<file path="src/sv/fcv_pkg.sv">
// Package for the frame check verifier: check constants, the result record,
// the starting check per mode and the single-byte CRC-16/MODBUS update.
// No dependencies.
`default_nettype none

package fcv_pkg;

    // Field widths
    localparam int unsigned BYTE_W  = 8;
    localparam int unsigned CHECK_W = 16;

    // Check modes
    typedef enum logic {
        MODE_CRC = 1'b0,
        MODE_SUM = 1'b1
    } check_mode_t;

    // Check constants
    localparam logic [CHECK_W-1:0] CRC_INIT = 16'hFFFF;
    localparam logic [CHECK_W-1:0] CRC_POLY = 16'hA001;
    localparam logic [CHECK_W-1:0] SUM_INIT = 16'h0000;

    // Stream widths: tdata holds check_ok, computed_check, received_check
    localparam int unsigned M_DATA_BITS = 1 + 2 * CHECK_W;
    localparam int unsigned M_TDATA_W   = ((M_DATA_BITS + 7) / 8) * 8;

    // One result
    typedef struct packed {
        logic               check_ok;
        logic [CHECK_W-1:0] computed_check;
        logic [CHECK_W-1:0] received_check;
        logic               frame_too_short;
    } result_t;

    // Starting value of the running check for a mode
    function automatic logic [CHECK_W-1:0] initial_check(input check_mode_t mode);
        initial_check = (mode == MODE_SUM) ? SUM_INIT : CRC_INIT;
    endfunction

    // Reflected CRC-16 update over one byte, LSB first
    function automatic logic [CHECK_W-1:0] crc16_byte(
        input logic [CHECK_W-1:0] acc,
        input logic [BYTE_W-1:0]  data
    );
        logic [CHECK_W-1:0] crc;
        crc = acc ^ {{(CHECK_W-BYTE_W){1'b0}}, data};
        for (int i = 0; i < BYTE_W; i++) begin
            if (crc[0]) begin
                crc = (crc >> 1) ^ CRC_POLY;
            end else begin
                crc = crc >> 1;
            end
        end
        crc16_byte = crc;
    endfunction

endpackage

`default_nettype wire

</file>
<file path="src/sv/frame_check_verifier.sv">
// Frame check verifier top level: byte stream in, one result per frame out.
// Depends on fcv_pkg and fcv_absorb.
`default_nettype none

// Takes a frame one byte per transfer on the s_ side, s_tlast on the final
// byte; the last two bytes are the check value, low byte first. cfg_data
// selects CRC-16/MODBUS (0) or a 16-bit wrapping byte sum (1); a write
// restarts any frame in progress and should be made while the block is idle.
// One byte is taken every clock cycle while s_tready is high: the CRC update
// over a byte is a single unrolled step between the held-byte registers and
// the running check. A result is registered into the output register, or
// into the skid entry while an older one waits; this two-entry buffer lets
// input continue, and s_tready drops only when two results are pending.
module frame_check_verifier (
    input  wire logic                              aclk,
    input  wire logic                              aresetn,
    // configuration: bit 0 = check_mode
    input  wire logic                              cfg_valid,
    output logic                                   cfg_ready,
    input  wire logic                              cfg_data,
    // input stream: tdata[7:0] = data_byte, tlast = last_byte
    input  wire logic                              s_tvalid,
    output logic                                   s_tready,
    input  wire logic [fcv_pkg::BYTE_W-1:0]        s_tdata,
    input  wire logic                              s_tlast,
    // result stream: tdata[0] = check_ok, [16:1] = computed_check,
    // [32:17] = received_check, upper bits zero
    output logic                                   m_tvalid,
    input  wire logic                              m_tready,
    output logic [fcv_pkg::M_TDATA_W-1:0]          m_tdata,
    // tuser[0] = frame_too_short
    output logic                                   m_tuser
);
    import fcv_pkg::*;

    // Frame state
    check_mode_t        mode_reg;
    logic [CHECK_W-1:0] running_check_reg, running_check_next;
    logic [BYTE_W-1:0]  held0_reg, held0_next;
    logic [BYTE_W-1:0]  held1_reg, held1_next;
    logic [1:0]         held_count_reg, held_count_next;

    // Output buffer
    result_t main_reg, skid_reg, result_next;
    logic    main_valid_reg, skid_valid_reg;

    logic               in_xfer, out_xfer, cfg_xfer, push;
    logic [CHECK_W-1:0] absorbed;
    logic [CHECK_W-1:0] check_after;
    logic [CHECK_W-1:0] rx_check;

    assign cfg_ready = 1'b1;
    assign cfg_xfer  = cfg_valid && cfg_ready;
    assign s_tready  = !skid_valid_reg;
    assign in_xfer   = s_tvalid && s_tready;
    assign out_xfer  = main_valid_reg && m_tready;
    assign push      = in_xfer && s_tlast;

    // Oldest held byte enters the running check
    fcv_absorb u_absorb (
        .mode    (mode_reg),
        .acc     (running_check_reg),
        .data    (held0_reg),
        .acc_out (absorbed)
    );

    // Delay line shift and result build
    always_comb begin
        held0_next      = held0_reg;
        held1_next      = held1_reg;
        held_count_next = held_count_reg;
        check_after     = running_check_reg;
        priority if (held_count_reg == 2'd2) begin
            check_after = absorbed;
            held0_next  = held1_reg;
            held1_next  = s_tdata;
        end else if (held_count_reg == 2'd1) begin
            held1_next      = s_tdata;
            held_count_next = 2'd2;
        end else begin
            held0_next      = s_tdata;
            held_count_next = 2'd1;
        end
        rx_check = {held1_next, held0_next};

        if (held_count_reg == 2'd0) begin
            result_next.check_ok        = 1'b0;
            result_next.computed_check  = check_after;
            result_next.received_check  = '0;
            result_next.frame_too_short = 1'b1;
        end else begin
            result_next.check_ok        = (check_after == rx_check);
            result_next.computed_check  = check_after;
            result_next.received_check  = rx_check;
            result_next.frame_too_short = 1'b0;
        end

        running_check_next = check_after;
        if (s_tlast) begin
            running_check_next = initial_check(mode_reg);
            held_count_next    = 2'd0;
        end
    end

    // Frame state registers; a mode write wins over a byte
    always_ff @(posedge aclk) begin
        if (!aresetn) begin
            mode_reg          <= MODE_CRC;
            running_check_reg <= CRC_INIT;
            held_count_reg    <= 2'd0;
        end else if (cfg_xfer) begin
            mode_reg          <= check_mode_t'(cfg_data);
            running_check_reg <= initial_check(check_mode_t'(cfg_data));
            held_count_reg    <= 2'd0;
        end else if (in_xfer) begin
            running_check_reg <= running_check_next;
            held_count_reg    <= held_count_next;
        end
    end

    always_ff @(posedge aclk) begin
        if (in_xfer) begin
            held0_reg <= held0_next;
            held1_reg <= held1_next;
        end
    end

    // Output register plus skid entry
    always_ff @(posedge aclk) begin
        if (!aresetn) begin
            main_valid_reg <= 1'b0;
            skid_valid_reg <= 1'b0;
        end else begin
            if (skid_valid_reg) begin
                if (out_xfer) begin
                    main_reg       <= skid_reg;
                    skid_valid_reg <= 1'b0;
                end
            end else if (main_valid_reg && !out_xfer) begin
                if (push) begin
                    skid_reg       <= result_next;
                    skid_valid_reg <= 1'b1;
                end
            end else begin
                main_valid_reg <= push;
                if (push) begin
                    main_reg <= result_next;
                end
            end
        end
    end

    assign m_tvalid = main_valid_reg;
    assign m_tdata  = {{(M_TDATA_W-M_DATA_BITS){1'b0}},
                       main_reg.received_check,
                       main_reg.computed_check,
                       main_reg.check_ok};
    assign m_tuser  = main_reg.frame_too_short;

`ifndef SYNTHESIS
    // Delay line never claims more than two bytes
    assert property (@(posedge aclk) disable iff (!aresetn)
        held_count_reg != 2'd3)
        else $error("held byte count out of range");

    // Skid entry only fills behind a waiting result
    assert property (@(posedge aclk) disable iff (!aresetn)
        skid_valid_reg |-> main_valid_reg)
        else $error("skid entry valid without main entry");

    // Frame state restarts after a last byte
    assert property (@(posedge aclk) disable iff (!aresetn)
        (in_xfer && s_tlast) |=> (held_count_reg == 2'd0))
        else $error("frame state not cleared after last byte");

    // A mode write loads the starting check of the new mode
    assert property (@(posedge aclk) disable iff (!aresetn)
        cfg_xfer |=> (running_check_reg == initial_check(mode_reg)
                      && held_count_reg == 2'd0))
        else $error("running check not restarted on mode write");

    // A short frame never reports a match
    assert property (@(posedge aclk) disable iff (!aresetn)
        m_tvalid |-> !(main_reg.check_ok && main_reg.frame_too_short))
        else $error("short frame flagged as matching");
`endif

endmodule

`default_nettype wire

</file>
<file path="src/sv/fcv_absorb.sv">
// Running check update: folds one payload byte into the CRC or the sum.
// Depends on fcv_pkg.
`default_nettype none

module fcv_absorb (
    input  wire fcv_pkg::check_mode_t                mode,
    input  wire logic [fcv_pkg::CHECK_W-1:0]         acc,
    input  wire logic [fcv_pkg::BYTE_W-1:0]          data,
    output logic [fcv_pkg::CHECK_W-1:0]              acc_out
);
    import fcv_pkg::*;

    logic [CHECK_W-1:0] crc_value;
    logic [CHECK_W-1:0] sum_value;

    // Both updates in parallel, mode picks one
    assign crc_value = crc16_byte(acc, data);
    assign sum_value = acc + {{(CHECK_W-BYTE_W){1'b0}}, data};

    always_comb begin
        unique case (mode)
            MODE_SUM: acc_out = sum_value;
            default:  acc_out = crc_value;
        endcase
    end

endmodule

`default_nettype wire
</file>
<file path="config.mk">
export PLATFORM = sky130hd
export DESIGN_NAME = frame_check_verifier
export DESIGN_NICKNAME = d
export VERILOG_FILES = /design/src/sv/fcv_pkg.sv /design/src/sv/frame_check_verifier.sv /design/src/sv/fcv_absorb.sv
export SDC_FILE = /design/constraint.sdc
export NUM_CORES = 1
export LEC_CHECK = 0
export ABC_AREA = 1
export BUFFER_PORTS_ARGS = -buffer_cell sky130_fd_sc_hd__buf_2
export CAP_MARGIN = 20
export CORE_AREA = 4 4 173 91
export CTS_BUF_LIST = sky130_fd_sc_hd__clkbuf_8
export DETAILED_ROUTE_END_ITERATION = 10
export DIE_AREA = 0 0 177 95
export PLACE_DENSITY_LB_ADDON = 0.12
export SETUP_SLACK_MARGIN = 0.2
export SYNTH_ARGS = -nofsm -noshare
export SYNTH_HDL_FRONTEND = slang
export SYNTH_SLANG_ARGS = --single-unit
</file>
<file path="constraint.sdc">
create_clock -name aclk -period 16.15 [get_ports aclk]
set_clock_uncertainty 0.1 [all_clocks]
set_input_delay 3.23 -clock aclk [delete_from_list [all_inputs] [get_ports aclk]]
set_output_delay 3.23 -clock aclk [all_outputs]
set_load 0.03 [all_outputs]
</file>
# After elaboration in Yosys (flattened, before gate mapping)
# Index checks and enable logic that the tools add are counted.
# Widths: inputs -> output; s select.
# totals
ram_bits,0
mem_bits_ro,0
n_memories,0
in_bits,15
elab_cells,79
latchBits,0
out_inout_bits,44
regBits,105
# op_classes
mul,0
n_div,0
n_reduce_logical,14
addsub,1
n_eq_ne,6
n_bitwise,12
magnitude_cmp,0
n_shift,0
n_mux,31
# ops
op,n
$mux 16,15
$mux 34,5
$mux 8,4
$not 2->3,8
$add 16x8->16,1
$eq 16x16->1,1
$xor 16x8->16,1
$reduce_and 4->1,2
$mux 2,3
$logic_and 1x1->1,4
$mux 1,4
$ne 2x2->1 const B,2
$reduce_and 2->1,2
$reduce_bool 2->1,2
$not 1->1,3
$eq 2x1->1 const B,1
$eq 2x2->1 const B,1
$logic_not 1->1,2
$logic_not 2->1,1
$ne 2x1->1 const B,1
$reduce_or 2->1,1

# Longest topological paths before layout
# logic_depth
word_depth,24
mapped_depth,20
depth_no_buf,19

# Cells and area by module
# From an unflattened synthesis, not the netlist that was laid out.
# unflattened
cells_unflattened,786
area_unflattened_um2,6239.7
# modules_own_cells
module,area_each_um2,n_inst,cells_per_inst,seq_area_each_um2
frame_check_verifier,5235.0,1,592,2942.8
fcv_absorb,1004.7,1,194,0.0

# Worst setup path before layout
# OpenSTA, ideal clock, no wires.
# synth_timing
kind,input-to-reg
start,in aresetn
end,reg skid_reg[0] in the netlist's numbering (enable)
slack_ps,8668
path_buffers,1
required_ps,15536
t_arrival_ps,6868
path_stages,3
setup_ps,514
path_cell_list,clkbuf_1 > inv_1 > nor4_1
# synth_via
elab_chain_cells,1
# synth_lines
element,line,rtl
start: declaration,frame_check_verifier.sv:16,"input wire logic aresetn,"
$reduce_and 4->1 (no line),-,
end signal: assignment,frame_check_verifier.sv:141,skid_reg <= result_next;
end: declaration,frame_check_verifier.sv:44,"result_t main_reg, skid_reg, result_next;"
# No other way between the ends.
# A chain may end at the register's enable or synchronous reset.

# Worst setup path in the final report
# layout_timing
start,in s_tlast
end,"reg main_reg, in the netlist m_tdata[20] (enable)"
# layout_via
elab_chain_cells,3
# layout_lines
element,line,rtl
start: declaration,frame_check_verifier.sv:25,"input wire logic s_tlast,"
$logic_and 1x1->1,frame_check_verifier.sv:57,assign push = in_xfer && s_tlast;
$reduce_bool 2->1 (no line),-,
$reduce_and 4->1 (no line),-,
end signal: assignment,frame_check_verifier.sv:136,main_reg <= skid_reg;
end signal: assignment,frame_check_verifier.sv:147,main_reg <= result_next;
end: declaration,frame_check_verifier.sv:44,
# No other way between the ends.

==> results.yml <==
finish:
  diodes: 0
  fin_area_um2: 6489
  drive_gt1_share_pct: 10.70
  largest_register_ff_count: 34
  utilization_pct: 45.58
  fin_nets: 824
  area_delta_synth_final_pct: 10.11
setup_path:
  cpMaxStageDelayCell: "nor2_4"
  r2r-end: "m_tdata[0]"
  path_cells: "buf_2 > inv_1 > nor2_1 > o21ai_0 > nor2_4"
  r2r_setup_slack_ps: 13090
  required_ps: 16060
  cpPeakStageDelay_ps: 740
  crit_family: "simple AND/OR/NAND/NOR gates"
  cp.depth: 5
  cp-startpoint: "s_tlast"
  worst-path-buf-inv: 2
  reg2reg_depth: 19
  endpoint_kind: "flip-flop"
  worstSetupStartpointType: "input pin"
  worstReg2RegStart: "held0_reg[0]"
  cp.arrival_ps: 4730
  crit_type: "input pin to flip-flop"
  critPathMaxFanout: 34
clocking:
  cts_buffers: 9
  cts_resized: 0
  cts_root_buffer: "clkbuf_8"
  clk_pin_slew_ps: 110
  clock-sinks: 105
  cts_tree: "built"
  holdBufCountCts: 0
  postCtsSetupBuffers: 0
  clk_latency_ps: 380
  cts.htree.levels: 3
  cts_buffer_depth: 2
sta:
  rsz0062_at_grt: "false"
  worstMarginPinSlew_ps: 911.7
  report.final.slew_viol_count: 0
  setup_viol: 0
  fin_crit_sh_pct: 29.86
  slew_headroom_pct: 39.08
  min_period_ps: 4822
  fin_setup_tns_ps: 0
  hold_violations: 0
  fmax_mhz: 207.4
floorplanning:
  ioPinCount: 59
  initial_core_util_pct: 41.40
  fp.coreArea_um2: 14230
  dieArea_um2: 16820
  die_h_um: 95
  rows: 31
  chipWidth_um: 177
global_routing:
  antenna_found_initial: 0
  overflow: 0
  first_global_vias: 4664
  grt_max_degree: 45
  grt_first_pass_wirelength_um: 26220
  grt_use_total_pct: 20.23
synthesis:
  yosys_warnings: 0
  synth-edff-count: 84
  synth-main-ff-cell: "edfxtp_1"
  yosys.area.top_type: "edfxtp_1"
  ys_ff_latch: 105
  synth_cells: 760
  synth_top_area_share_pct: 42.80
  synth.avg_cell_area_um2: 7.754
  synth_area_leaders: "edfxtp_1 (43%), nand2_1 (15%), nand3_1 (7.6%)"
  netlist_area_um2: 5893
  seq_area_frac_synth_pct: 49.94
  synth_cell_types: 32
  async_flop_share_pct: 0
power:
  leakage_uw: 0.002847
  p_per_area_nw_per_um2: 92.27
  peakVddDrop_v: 0.00003959
flow_run:
  cap_viol_max_count: 0
worst_hold_path:
  min_from: "m_tvalid"
  holdPathStages: 2
  hold_class: "flip-flop to flip-flop"
  hold_end: "m_tvalid"
placed_design:
  dpl_cell_area_um2: 6305
  portBuffers: 50
  hpwl_um: 12560
  finalWeightedCongestion: 0.9243
routing:
  wl_um: 16640
  antenna_left: 0
  via_count: 5157
  drc_errors: 0
  vias_per_cell: 5.147
  routedWlPerCell_um: 16.61
  first_pass_iters: 5
  first_iter_violations: 406
status:
  outcome: "finished, final reports clean"
==> layout by cell type (no fill, tap or decap), drive strengths merged <==
cell type	n
dfxtp	21
nand3b	2
conb	8
and3	1
o21ai	65
or2	6
edfxtp	84
o211ai	10
a31oi	5
ha	9
inv	100
nor3	1
a21oi	38
nor2	54
nand4	4
nand3	89
a211oi	1
nand2	234
fa	1
clkinvlp	1
clkbuf	9
buf	56
o21bai	2
nor4	1
clkinv	2
==> power by group <==
| group | switching (uW) | internal, uW | leakage [uW] |
|---|---|---|---|
| registers | 8.58 | 303 | 0.000946 |
| logic | 91.3 | 37.1 | 0.00181 |
| clock network | 99.5 | 59.2 | 0.0000917 |
==> through the flow <==
step | std cells | setup WS, ps | hold slack, ps | total power [uW]
finish | 1002 | 11330 | 402.4 | 598.7
global placement | 986 | 10950 | 384.2 | 442.2
CTS | 1002 | 11330 | 408.9 | 600.2
floorplan | 766 | 8668 | 362.8 | 407.8
global route | 1002 | 11120 | 436.9 | 630.3
detailed placement | 986 | 10900 | 393.8 | 443.5
==> cell usage after synthesis (3+ instances only) <==
master	count
nand2_1	233
inv_1	93
nand3_1	89
edfxtp_1	84
o21ai_0	61
nor2_1	53
a21oi_1	36
dfxtp_1	21
clkbuf_1	17
o211ai_1	10
ha_1	9
buf_2	8
buf_4	8
a31oi_1	5
or2_2	5
nand4_1	4
inv_2	3
o21ai_1	3
==> cell type report <==
class | instances | area, um^2
Clock buffer | 9 | 123.9
Clock inverter | 7 | 60.06
Fill cell | 1482 | 7746
Inverter | 96 | 360.3
Multi-Input combinational cell | 531 | 2459
Sequential cell | 105 | 2943
Tap cell | 198 | 247.7
Timing Repair Buffer | 56 | 295.3
==> kinds of logic after synthesis <==
logic type               after synthesis  share of synthesized area (%)
AND/OR/NAND/NOR                      392                          27.60
buffers and inverters                130                          8.960
AO/OA/AOI/OAI                        121                          11.13
flip-flops                           105                          49.94
adder cells (fa/ha/maj)               10                          2.251
other                                  2                         0.1274
==> worst max-delay path by stage <==
stage	to
floorplan	skid_reg[0]
detailed placement	m_tdata[20]
global route	m_tdata[20]
global placement	m_tdata[20]
CTS	m_tdata[20]
finish	m_tdata[20]
==> layer usage <==
| metal | track usage, % | up-vias | wire [um] | part of all wire (%) |
|---|---|---|---|---|
| li1 | - | 2568 | - | - |
| met1 | 31.70 | 2382 | 8435 | 51 |
| met2 | 29.01 | 188 | 6731 | 40 |
| met3 | 2.840 | 19 | 1214 | 7.3 |
| met4 | 5.341 | 0 | 258 | 1.6 |
| met5 | 0 | - | 0 | 0 |
==> worst min-delay path, stage by stage (launching register included) <==
cell and delay, ps:
dfxtp_1 330, o21ai_0 70, a21oi_1 60
Note: power is estimated with default switching activity, not from simulation.
